## src/hdl/cfr_pkg.sv

```systemverilog
`default_nettype none
// ----------------------------------------------------------------------------
// cfr_pkg
// Shared types and constants of the CAN fragment reassembler: widths, address
// filter values, result status codes, controller states and the command and
// status groups between controller and datapath.
// ----------------------------------------------------------------------------
package cfr_pkg;

  // Default slot table depth
  localparam int NUM_SLOTS_DEF = 64;

  // Field widths
  localparam int ID_W       = 29;
  localparam int DATA_W     = 64;
  localparam int SLOT_OUT_W = 6;
  localparam int SRC_W      = 12;
  localparam int DEST_W     = 12;
  localparam int SEQ_W      = 4;
  localparam int EXP_W      = 5;
  localparam int LEN_W      = 8;
  localparam int STATUS_W   = 2;
  localparam int BYTES      = DATA_W / 8;

  // Address filter and end-of-message marker
  localparam logic [DEST_W-1:0] DEST_OWN   = 12'h001;
  localparam logic [DEST_W-1:0] DEST_BCAST = 12'h000;
  localparam logic [7:0]        END_BYTE   = 8'hFF;

  // Result status codes
  typedef enum logic [STATUS_W-1:0] {
    STAT_WORD = 2'd0,
    STAT_SEQ  = 2'd1,
    STAT_FULL = 2'd2
  } status_e;

  // Controller states
  typedef enum logic [2:0] {
    ST_CLEAR,
    ST_IDLE,
    ST_DECODE,
    ST_SCAN,
    ST_CHECK,
    ST_EMIT_RD,
    ST_EMIT
  } state_e;

  // Slot table write operations
  typedef enum logic [2:0] {
    TBL_NONE,
    TBL_CLEAR,
    TBL_RELEASE,
    TBL_ALLOC,
    TBL_UPDATE
  } tbl_op_e;

  // Result register load operations
  typedef enum logic [1:0] {
    OUT_NONE,
    OUT_FULL,
    OUT_SEQ,
    OUT_WORD
  } out_op_e;

  // Commands from controller to datapath
  typedef struct packed {
    logic    latch;
    logic    idx_inc;
    logic    tbl_rd;
    logic    scan_cmp;
    logic    take_found;
    logic    store;
    logic    word_clr;
    logic    word_inc;
    logic    frag_rd;
    tbl_op_e tbl_op;
    out_op_e out_op;
  } dp_cmd_t;

  // Status from datapath to controller
  typedef struct packed {
    logic cmd_rel;
    logic rel_ok;
    logic addressed;
    logic scan_last;
    logic cmp_last;
    logic hit;
    logic any_free;
    logic seq_match;
    logic has_ff;
    logic word_last;
  } dp_status_t;

  // One slot table entry
  typedef struct packed {
    logic             valid;
    logic [SRC_W-1:0] src;
    logic [EXP_W-1:0] exp;
  } tbl_entry_t;

endpackage
`default_nettype wire

```

## src/hdl/cfr_ctrl.sv

```systemverilog
`default_nettype none
// ----------------------------------------------------------------------------
// cfr_ctrl
// Sequencer of the reassembler: table clearing after reset, decode, slot
// search, sequence check and store, and emission of the message words.
// ----------------------------------------------------------------------------
module cfr_ctrl
  import cfr_pkg::*;
(
  input  wire logic       clk_i,
  input  wire logic       rst_ni,
  input  wire logic       start_i,
  output logic            busy_o,
  input  wire dp_status_t stat_i,
  output dp_cmd_t         cmd_o
);

  state_e state_q;
  state_e state_d;

  // State register
  always_ff @(posedge clk_i or negedge rst_ni) begin
    if (!rst_ni) begin
      state_q <= ST_CLEAR;
    end else begin
      state_q <= state_d;
    end
  end

  // Next state
  always_comb begin
    state_d = state_q;
    case (state_q)
      ST_CLEAR: begin
        if (stat_i.scan_last) begin
          state_d = ST_IDLE;
        end
      end
      ST_IDLE: begin
        if (start_i) begin
          state_d = ST_DECODE;
        end
      end
      ST_DECODE: begin
        if (stat_i.cmd_rel || !stat_i.addressed) begin
          state_d = ST_IDLE;
        end else begin
          state_d = ST_SCAN;
        end
      end
      ST_SCAN: begin
        if (stat_i.hit) begin
          state_d = ST_CHECK;
        end else if (stat_i.cmp_last) begin
          state_d = stat_i.any_free ? ST_CHECK : ST_IDLE;
        end
      end
      ST_CHECK: begin
        if (stat_i.seq_match && stat_i.has_ff) begin
          state_d = ST_EMIT_RD;
        end else begin
          state_d = ST_IDLE;
        end
      end
      ST_EMIT_RD: begin
        state_d = ST_EMIT;
      end
      ST_EMIT: begin
        if (stat_i.word_last) begin
          state_d = ST_IDLE;
        end
      end
      default: begin
        state_d = ST_IDLE;
      end
    endcase
  end

  // Datapath commands
  always_comb begin
    cmd_o  = '{tbl_op: TBL_NONE, out_op: OUT_NONE, default: 1'b0};
    busy_o = 1'b1;
    case (state_q)
      ST_CLEAR: begin
        cmd_o.tbl_op  = TBL_CLEAR;
        cmd_o.idx_inc = 1'b1;
      end
      ST_IDLE: begin
        busy_o      = 1'b0;
        cmd_o.latch = start_i;
      end
      ST_DECODE: begin
        if (stat_i.cmd_rel) begin
          if (stat_i.rel_ok) begin
            cmd_o.tbl_op = TBL_RELEASE;
          end
        end else if (stat_i.addressed) begin
          cmd_o.tbl_rd  = 1'b1;
          cmd_o.idx_inc = 1'b1;
        end
      end
      ST_SCAN: begin
        if (stat_i.hit) begin
          cmd_o.take_found = 1'b1;
        end else if (stat_i.cmp_last) begin
          if (stat_i.any_free) begin
            cmd_o.tbl_op = TBL_ALLOC;
          end else begin
            cmd_o.out_op = OUT_FULL;
          end
        end else begin
          cmd_o.scan_cmp = 1'b1;
          cmd_o.tbl_rd   = 1'b1;
          cmd_o.idx_inc  = 1'b1;
        end
      end
      ST_CHECK: begin
        if (!stat_i.seq_match) begin
          cmd_o.out_op = OUT_SEQ;
        end else begin
          cmd_o.store    = 1'b1;
          cmd_o.tbl_op   = TBL_UPDATE;
          cmd_o.word_clr = stat_i.has_ff;
        end
      end
      ST_EMIT_RD: begin
        cmd_o.frag_rd = 1'b1;
      end
      ST_EMIT: begin
        cmd_o.out_op = OUT_WORD;
        if (!stat_i.word_last) begin
          cmd_o.word_inc = 1'b1;
          cmd_o.frag_rd  = 1'b1;
        end
      end
      default: begin
      end
    endcase
  end

endmodule
`default_nettype wire
```

## config.mk

```make
export PLATFORM = sky130hd
export DESIGN_NAME = cfr_ctrl
export DESIGN_NICKNAME = d
export VERILOG_FILES = /design/src/hdl/cfr_pkg.sv /design/src/hdl/cfr_ctrl.sv
export SDC_FILE = /design/constraint.sdc
export NUM_CORES = 1
export LEC_CHECK = 0
export ABC_AREA = 1
export BUFFER_PORTS_ARGS = -buffer_cell sky130_fd_sc_hd__buf_2
export CAP_MARGIN = 20
export CORE_AREA = 4 4 41 43
export CTS_CLUSTER_SIZE = 24
export DETAILED_ROUTE_END_ITERATION = 10
export DIE_AREA = 0 0 45 47
export HOLD_SLACK_MARGIN = 0.03
export PLACE_DENSITY = 0.71
export SLEW_MARGIN = 15
export SYNTH_ARGS = -nofsm -noshare
export SYNTH_HDL_FRONTEND = slang
export SYNTH_SLANG_ARGS = --single-unit
```

## constraint.sdc

```tcl
create_clock -name clk_i -period 1.2 [get_ports clk_i]
set_input_delay 0.06 -clock clk_i [delete_from_list [all_inputs] [get_ports clk_i]]
set_output_delay 0.06 -clock clk_i [all_outputs]
set_load 0.005 [all_outputs]
```

==> summary.txt, run 1 <==
Design Area, Final -> 742 µm²
worst skew pair latency -> 230 ps
NetSw -> 0.651 mW
I/O pin cnt -> 28
largest registers -> state_q x3
routed length per instance -> 10.9 µm
Worst Path Arrival -> 1250 ps
largest register by flop count -> state_q
row cnt -> 13
TritonCTS clock tree -> done
final hold viol count -> 0
placed cell count -> 108
Core ar. -> 1300 µm²
crit path kind -> reg -> out
clock slew at reported path FFs -> 40 ps
Fmax -> 0.766 GHz
Largest register FFs -> 3
Chip Height -> 47 µm
fin cells -> 122
fraction of registers with async set/reset -> 100%
Crit. End Element -> output pin
GRT Total Usage -> 13.5%
Yosys cell types -> 19
Final Cycle Share -> 109%
Initial Util -> 31.4%
ys flop type -> dfrtp_1
diodes inserted -> 0
Post-DP Area -> 551 µm²
Slew headroom -> 86.2%
sw frac -> 47.3%
commonest non-fill, non-tap cell in the layout -> buf_2
top-area cell type share of the netlist area -> 18.3%
Slew @ Worst Pin -> 207 ps
Worst Setup Slack, final -> -106 ps
Pins Over Slew Limit -> 0
via count -> 564
wirelength, routed -> 1330 µm
nature of the critical path startpoint -> register
vias in the first global route -> 516
Final #Nets -> 121
HP Class -> in -> async
total power -> 1.37 mW
setup TNS -> -809 ps
most frequent cells in the layout -> buf_2, nand2_1, inv_1, buf_6, buf_4
DRT iter0 DRCs -> 7
antenna-violating nets left -> 0
Die Area -> 2120 µm²
first-pass GRT wire length -> 2110 µm
CP max FO -> 6
synth warn -> 0
Clock Sinks -> 3
Yosys top cell by area -> dfrtp_1
largest net degree at the start of global routing -> 10
global route total overflow -> 0
final setup fails -> 14
crit path time final -> 1310 ps
post-synthesis average cell area -> 6.20 µm²
Die Span X -> 45 µm
part of the power in registers -> 18.4%
number of enable flip-flop cells after synthesis -> 0
root buffer selected by CTS -> clkbuf_4
synth top area cells -> dfrtp_1, nand2_1, inv_1, nand3_1, nand2_4
Clk pwr share -> 13.0%
clock buffer depth -> 2
register area share after synthesis -> 18.3%
Logic pwr share -> 68.6%
share of layout cells above drive strength 1 -> 63.6%
Max-cap violations -> 0
Max VDD drop -> 1310 µV
syn nets -> 79
area of the mapped netlist -> 409 µm²
Syn Inst Count -> 66
dpl ws -> 0.848 ps
status -> complete, but fails checks
DRT Pass-1 Iters -> 4
DP Wirelength -> 939 µm
synthesized flop and latch total -> 3
FF-to-FF setup slack -> -50 ps
RePlAce Congestion -> 0.920
H-tree lvl count -> 1
path depth of the worst reg2reg path -> 8
failing checks -> negative setup slack
CTS Buf Count -> 3
pwr dens -> 1850 nW/µm²
antenna violations before repair -> 0
Util after Layout -> 57.0%
# port buffers -> 27
Internal Pwr Total -> 0.724 mW
leak pwr -> 0.463 nW
unrepaired setup endpoints after global routing -> true
drc violations -> 0
Worst Path Required -> 1140 ps
clock skew -> 2.18 ps
P&R area growth vs syn -> 81.3%
drt via density -> 4.62
final hold slack -> 158 ps
routing by layer:
layer	track usage, %	part of all wire, %
met1	15.6	37
met2	23.4	56
met3	3.83	5.7
met4	5.26	0.60
met5	0	0
cells by family (layout without fill, tap and decap cells):
| logic type | count (synthesis) | count (layout) | synth area share, % |
|---|---|---|---|
| and+or+nand+nor | 43 | 43 | 56.3 |
| DFF | 3 | 3 | 18.3 |
| buffers and inverters | 14 | 55 | 17.1 |
| AOI/OAI and AO/OA | 6 | 6 | 8.26 |
worst paths after layout:
check / startpoint / to
worst min register to register: state_q[1]$_DFFE_PN0P_ / state_q[1]$_DFFE_PN0P_
min in group clk_i: stat_i[3] / state_q[2]$_DFFE_PN0P_
worst max register to register: state_q[1]$_DFFE_PN0P_ / state_q[1]$_DFFE_PN0P_
max in group asynchronous: rst_ni / state_q[0]$_DFFE_PN0P_
worst max-delay path: state_q[1]$_DFFE_PN0P_ / cmd_o[5]
worst min-delay path: rst_ni / state_q[2]$_DFFE_PN0P_
what timing repair did:
| action | 4_1_cts | 5_1_grt |
|---|---|---|
| buffers inserted | 6 | 3 |
| endpoints found under the setup margin | 15 | 18 |
| pin swaps | 3 | 8 |
| hold buffers | 1 | 0 |
| cloned | 0 | 0 |
| hold endpoints to repair | 3 | 0 |
| gates resized for setup | 8 | 19 |
final cells by class:
cell class	count	area [µm²]
multi-input combinational	49	319
sequential	3	78.8
inverter	13	53.8
clock buffer	4	26.3
fill	120	559
tap	15	18.8
timing repair buffer	38	245
Yosys cell counts (2+ instances only):
cell and count:
nand2_1 17, nand2_4 2, nand2_2 2, nand3_2 2, inv_1 10, nor2_2 3
o21ai_1 3, nand3_1 5, inv_2 2, nand4_1 3, dfrtp_1 3, nor2_1 6
a21oi_1 2
worst max-delay path, stage by stage, from the launching register on:
cell     delay, ps
dfrtp_2        430
buf_6          120
nand4_1        130
buf_4          190
nand2_2         40
buf_2          100
power groups by stage:
stage          logic [mW]  clock network [mW]  registers [mW]
2_1_floorplan       0.513                   0           0.205
3_3_place_gp        0.666                   0           0.227
3_5_place_dp        0.679                   0           0.228
4_1_cts             0.788               0.188           0.248
5_1_grt              1.04               0.206           0.266
6_report            0.943               0.179           0.253
(Power assumes the default switching activity.)
==> inputs of run 2 (changes only) <==
Settings changed: PLACE_DENSITY 0.71 to 0.59.
==> run 2 against run 1 <==
The run still ends with negative setup slack left; clock skew is 2.6 ps higher; register-to-register slack hardly changed; die area stayed put; critical endpoint is now cmd_o[7].
==> summary.txt, run 2 (synthesis gave the netlist of run 1 again) <==
status -> complete, but fails checks
failing checks -> negative setup slack
Critical R2R Launch -> state_q[1]$_DFFE_PN0P_
Crit. End Element -> output pin
Filler Cell Count -> 141 (+18%)
worst skew pair latency -> 230 ps (about the same)
largest net degree at the start of global routing -> 9 (-1)
CP Buf/Inv Count -> 2 (-1)
multi-input logic area -> 329 µm² (+3.1%)
share of layout cells above drive strength 1 -> 62.9% (-0.69 points)
total power -> 1.36 mW (-0.85%)
Initial Util -> 31.4% (unchanged)
diodes inserted -> 0 (unchanged)
Util after Layout -> 55.5% (-1.5 points)
DP Wirelength -> 947 µm (+0.81%)
Slew headroom -> 80.5% (-5.8 points)
# port buffers -> 27 (unchanged)
commonest non-fill, non-tap cell in the layout -> buf_2
routed length per instance -> 10.5 µm (-3.3%)
leak pwr -> 0.455 nW (-1.8%)
cells along the critical path -> nor2_1 > nand4_1 > inv_1 > buf_2
pwr dens -> 1890 nW/µm² (+1.9%)
Die Span X -> 45 µm (unchanged)
Max-cap violations -> 0 (unchanged)
TritonCTS clock tree -> done
CTS Buf Count -> 3 (unchanged)
final setup fails -> 13 (-1)
antenna-violating nets left -> 0 (unchanged)
vias in the first global route -> 508 (-1.6%)
HP Class -> in -> async
dpl ws -> -58.6 ps (-59.5 ps)
slowest CP cell -> dfrtp_2
Final Cycle Share -> 115% (+6.4 points)
via count -> 536 (-5.0%)
clock skew -> 4.74 ps (+2.56 ps)
Worst path top cell family by delay -> flip-flops
Pins Over Slew Limit -> 0 (unchanged)
crit path time final -> 1380 ps (+77.0 ps)
Worst Setup Slack, final -> -183 ps (-77.0 ps)
row cnt -> 13 (unchanged)
Chip Height -> 47 µm (unchanged)
Die Area -> 2120 µm² (unchanged)
Fmax -> 0.723 GHz (-5.6%)
DRT iter0 DRCs -> 2 (-5)
RePlAce Congestion -> 0.774 (-16%)
Max VDD drop -> 808 µV (-39%)
antenna violations before repair -> 0 (unchanged)
clock buffer depth -> 2 (unchanged)
Core ar. -> 1300 µm² (unchanged)
CP max FO -> 5 (-1)
most frequent cells in the layout -> buf_2, nand2_1, inv_1, buf_4
clock slew at reported path FFs -> 40 ps (about the same)
register area -> 78.8 µm² (unchanged)
crit path kind -> reg -> out
Slew @ Worst Pin -> 292 ps (+85.5 ps)
Worst Setup SP -> state_q[0]$_DFFE_PN0P_
root buffer selected by CTS -> clkbuf_4
drt via density -> 4.47 (-3.4%)
Final #Nets -> 119 (-1.7%)
Worst Path Arrival -> 1320 ps (+70 ps)
wirelength, routed -> 1260 µm (-4.9%)
global route total overflow -> 0 (unchanged)
DRT Pass-1 Iters -> 2 (-2)
max incr delay on CP -> 450 ps (+20 ps)
GRT Total Usage -> 13.1% (-0.33 points)
unrepaired setup endpoints after global routing -> true
Largest register FFs -> 3 (unchanged)
first-pass GRT wire length -> 2010 µm (-4.6%)
I/O pin cnt -> 28 (unchanged)
Clock Sinks -> 3 (unchanged)
largest registers -> state_q x3
largest register by flop count -> state_q
P&R area growth vs syn -> 76.5%
Worst Path Required -> 1140 ps (about the same)
H-tree lvl count -> 1 (unchanged)
drc violations -> 0 (unchanged)
nature of the critical path startpoint -> register
final hold viol count -> 0 (unchanged)
## run 2: changes by cell type in the layout (fill, tap and decap cells not counted), sizes merged
cell	before	now
buf	37	35
## run 2: path summary, 6_finish.rpt
check	slack (ps)	cells after the start	end
max in group asynchronous	930	2	state_q[0]$_DFFE_PN0P_
min in group clk_i	190	5	state_q[2]$_DFFE_PN0P_
min	150	2	state_q[1]$_DFFE_PN0P_
min reg2reg	690	3	state_q[1]$_DFFE_PN0P_
max reg2reg	-50	8	state_q[2]$_DFFE_PN0P_
max	-180	4	cmd_o[7]
## run 2: report_power, final
part	total (mW)	internal (mW)	switching [mW]	leakage [nW]
Clock	0.177	0.125	0.0524	0.0150
Combinational	0.935	0.436	0.499	0.406
Sequential	0.252	0.153	0.0985	0.0338
## run 2: what timing repair did
action                                 4_1_cts  5_1_grt
setup endpoints to repair                   16       18
pin swaps                                    4        5
hold buffers                                 1        0
buffers inserted                             6        1
endpoints found under the hold margin        3        0
gates resized for setup                      9       12
## run 2: area by class of cell
| type | instances | share of cell area, % |
|---|---|---|
| multi-input combinational | 49 | 45.6 |
| timing repair buffer | 36 | 29.8 |
| sequential | 3 | 10.9 |
| inverter | 13 | 7.45 |
| clock buffer | 4 | 3.64 |
| tap | 15 | 2.60 |
## run 2: per-stage QoR
step	std cells	instance area (µm²)	hold WS, ps	setup TNS (ps)
2_1_floorplan	66	409	-236	0
6_report	120	722	147	-900
3_5_place_dp	108	551	-143	-106
3_3_place_gp	108	551	-143	-75.2
5_1_grt	120	722	151	-2490
4_1_cts	119	667	150	-708
## run 2: layer usage
metal | GRT usage, % | vias up | part of all wire, %
met5 | 0 | - | 0
met4 | 5.26 | 0 | 0.63
met3 | 3.83 | 2 | 8.8
met2 | 21.5 | 21 | 52
met1 | 16.2 | 230 | 38
li1 | - | 283 | -
==> inputs of run 3 (changes only) <==
Settings changed: BUFFER_PORTS_ARGS -buffer_cell sky130_fd_sc_hd__buf_2 to default, CAP_MARGIN 20 to 25, DONT_BUFFER_PORTS from default to 1, GPL_TIMING_DRIVEN from default to 0, PLACE_DENSITY 0.59 to 0.41.
==> run 3 against run 2 <==
The run still ends with negative setup slack left; global-route usage is 1.4 points lower; clock power hardly changed; wire length is 7.9% lower; worst hold slack worse by 70 ps; sequential share of layout area is 2.7 points higher; critical path depth stayed put; fmax is 8.1% higher; final cell count is 23% lower; largest cell class unchanged.
==> summary.txt, run 3 (synthesis gave the netlist of run 1 again) <==
status -> complete, but fails checks
failing checks -> negative setup slack
I/O pin cnt -> 28 (unchanged)
crit path kind -> reg -> out
GRT Total Usage -> 11.7% (-1.4 points)
Die Span X -> 45 µm (unchanged)
clock buffer depth -> 2 (unchanged)
commonest non-fill, non-tap cell in the layout -> nand2_1
# port buffers -> 0 (-100%)
Clock Sinks -> 3 (unchanged)
Worst Setup SP -> state_q[2]$_DFFE_PN0P_
slowest CP cell -> dfrtp_1
Worst Path Arrival -> 1220 ps (-100 ps)
Final #Nets -> 92 (-23%)
RePlAce Congestion -> 0.745 (-3.7%)
Slew headroom -> 83.7% (+3.2 points)
FF-to-FF setup slack -> -40 ps (about the same)
crit path time final -> 1280 ps (-103 ps)
H-tree lvl count -> 1 (unchanged)
row cnt -> 13 (unchanged)
fin cells -> 93 (-23%)
max incr delay on CP -> 390 ps (-60 ps)
DP Wirelength -> 922 µm (-2.6%)
most frequent cell on the critical path -> nand3_2
Clk pwr share -> 14.3% (+1.3 points)
Worst Path Required -> 1140 ps (about the same)
pwr dens -> 2160 nW/µm² (+14%)
nature of the critical path startpoint -> register
first-pass GRT wire length -> 1770 µm (-12%)
clock slew at reported path FFs -> 40 ps (about the same)
largest register by flop count -> state_q
placed cell count -> 81 (-25%)
register area -> 77.6 µm² (-1.6%)
vias in the first global route -> 412 (-19%)
share of layout cells above drive strength 1 -> 48.7% (-14 points)
Initial Util -> 31.4% (unchanged)
Crit. End Element -> output pin
multi-input logic area -> 303 µm² (-8.0%)
largest registers -> state_q x3
Max VDD drop -> 1600 µV (+98%)
largest net degree at the start of global routing -> 9 (unchanged)
NetSw -> 0.600 mW (-7.7%)
Design Area, Final -> 568 µm² (-21%)
part of the power in registers -> 19.2% (+0.7 points)
drt via density -> 4.81 (+7.6%)
Pins Over Slew Limit -> 0 (unchanged)
final setup fails -> 6 (-7)
final hold viol count -> 0 (unchanged)
Internal Pwr Total -> 0.627 mW (-12%)
Critical R2R Launch -> state_q[2]$_DFFE_PN0P_
global route total overflow -> 0 (unchanged)
final hold slack -> 76.8 ps (-69.9 ps)
HP Class -> in -> async
TritonCTS clock tree -> done
DR top layer -> met3
root buffer selected by CTS -> clkbuf_4
Largest register FFs -> 3 (unchanged)
antenna violations before repair -> 0 (unchanged)
CP max FO -> 8 (+3)
Slew @ Worst Pin -> 244 ps (-48.0 ps)
Filler Cell Count -> 145 (+2.8%)
DRT Pass-1 Iters -> 3 (+1)
Max-cap violations -> 0 (unchanged)
DRT iter0 DRCs -> 16 (+14)
Worst Setup Slack, final -> -79.3 ps (+103 ps)
Core ar. -> 1300 µm² (unchanged)
cells along the critical path -> buf_12 > nor3_4 > nand3_2 > nand3_2
met1 wire length -> 458 µm (-5.4%)
setup TNS -> -272 ps (+628 ps)
Final Cycle Share -> 107% (-8.6 points)
clock skew -> 3.94 ps (-0.792 ps)
unrepaired setup endpoints after global routing -> true
antenna-violating nets left -> 0 (unchanged)
P&R area growth vs syn -> 38.8%
leak pwr -> 0.329 nW (-28%)
routed length per instance -> 12.5 µm (+19%)
Chip Height -> 47 µm (unchanged)
drc violations -> 0 (unchanged)
Post-DP Area -> 428 µm² (-22%)
CTS Buf Count -> 3 (unchanged)
worst skew pair latency -> 230 ps (about the same)
met3 wire length -> 72 µm (-35%)
most frequent cells in the layout -> nand2_1, inv_1, nand2_2, nor2_2, buf_4
wirelength, routed -> 1160 µm (-7.9%)
Die Area -> 2120 µm² (unchanged)
Logic pwr share -> 66.5% (-2.1 points)
WL met2 -> 629 µm (-4.0%)
diodes inserted -> 0 (unchanged)
via count -> 447 (-17%)
sw frac -> 48.9% (+1.2 points)
Fmax -> 0.782 GHz (+8.1%)
run 3: cell count changes in the layout (fill, tap and decap cells not counted), sizes merged:
cell  before  now
buf       35    8
run 3: final cells by class:
cell class	instances	share of cell area, %
multi-input cells	49	53.3
flip-flops and latches	3	13.7
repair buffers	8	12.3
inverters	13	9.25
clock buffers	4	4.63
plain buffers	1	3.52
well taps	15	3.30
run 3: worst paths after layout:
path,end,cells past startpoint
min reg2reg,state_q[0]$_DFFE_PN0P_,3
max reg2reg,state_q[1]$_DFFE_PN0P_,7
min,state_q[0]$_DFFE_PN0P_,1
min in group clk_i,state_q[2]$_DFFE_PN0P_,4
max,cmd_o[12],4
max in group asynchronous,state_q[1]$_DFFE_PN0P_,1
run 3: critical path: cells and delay by family, from the launching register on:
kind | cells | cell delay, ps
buf+inv | 1 | 150
simple gates | 3 | 450
flops | 1 | 390
run 3: layer usage:
metal	vias to the layer above	GRT usage, %
met5	-	0
met4	0	1.75
met3	0	5.36
met2	11	20.1
met1	203	13.7
li1	233	-
run 3: metrics by stage:
step	util, %	power [mW]	setup slack [ps]
3_5_place_dp	32.9	0.828	-3.84
2_1_floorplan	-	0.718	139
4_1_cts	39.6	1.12	-46.9
3_3_place_gp	32.9	0.828	3.21
5_1_grt	43.7	1.35	-139
6_report	43.7	1.23	-79.3
run 3: repair_timing:
action,CTS,global route
hold buffers,1,0
hold endpoints to repair,3,0
pin swaps,3,8
gates resized for setup,7,9
setup buffers,4,3
endpoints found under the setup margin,11,15
run 3: power groups by stage:
stage | clock, mW | combinational, mW | sequential, mW
after floorplan | 0 | 0.513 | 0.205
after global placement | 0 | 0.609 | 0.219
after detailed placement | 0 | 0.606 | 0.222
after CTS | 0.178 | 0.707 | 0.239
after global routing | 0.192 | 0.906 | 0.252
final | 0.175 | 0.816 | 0.236
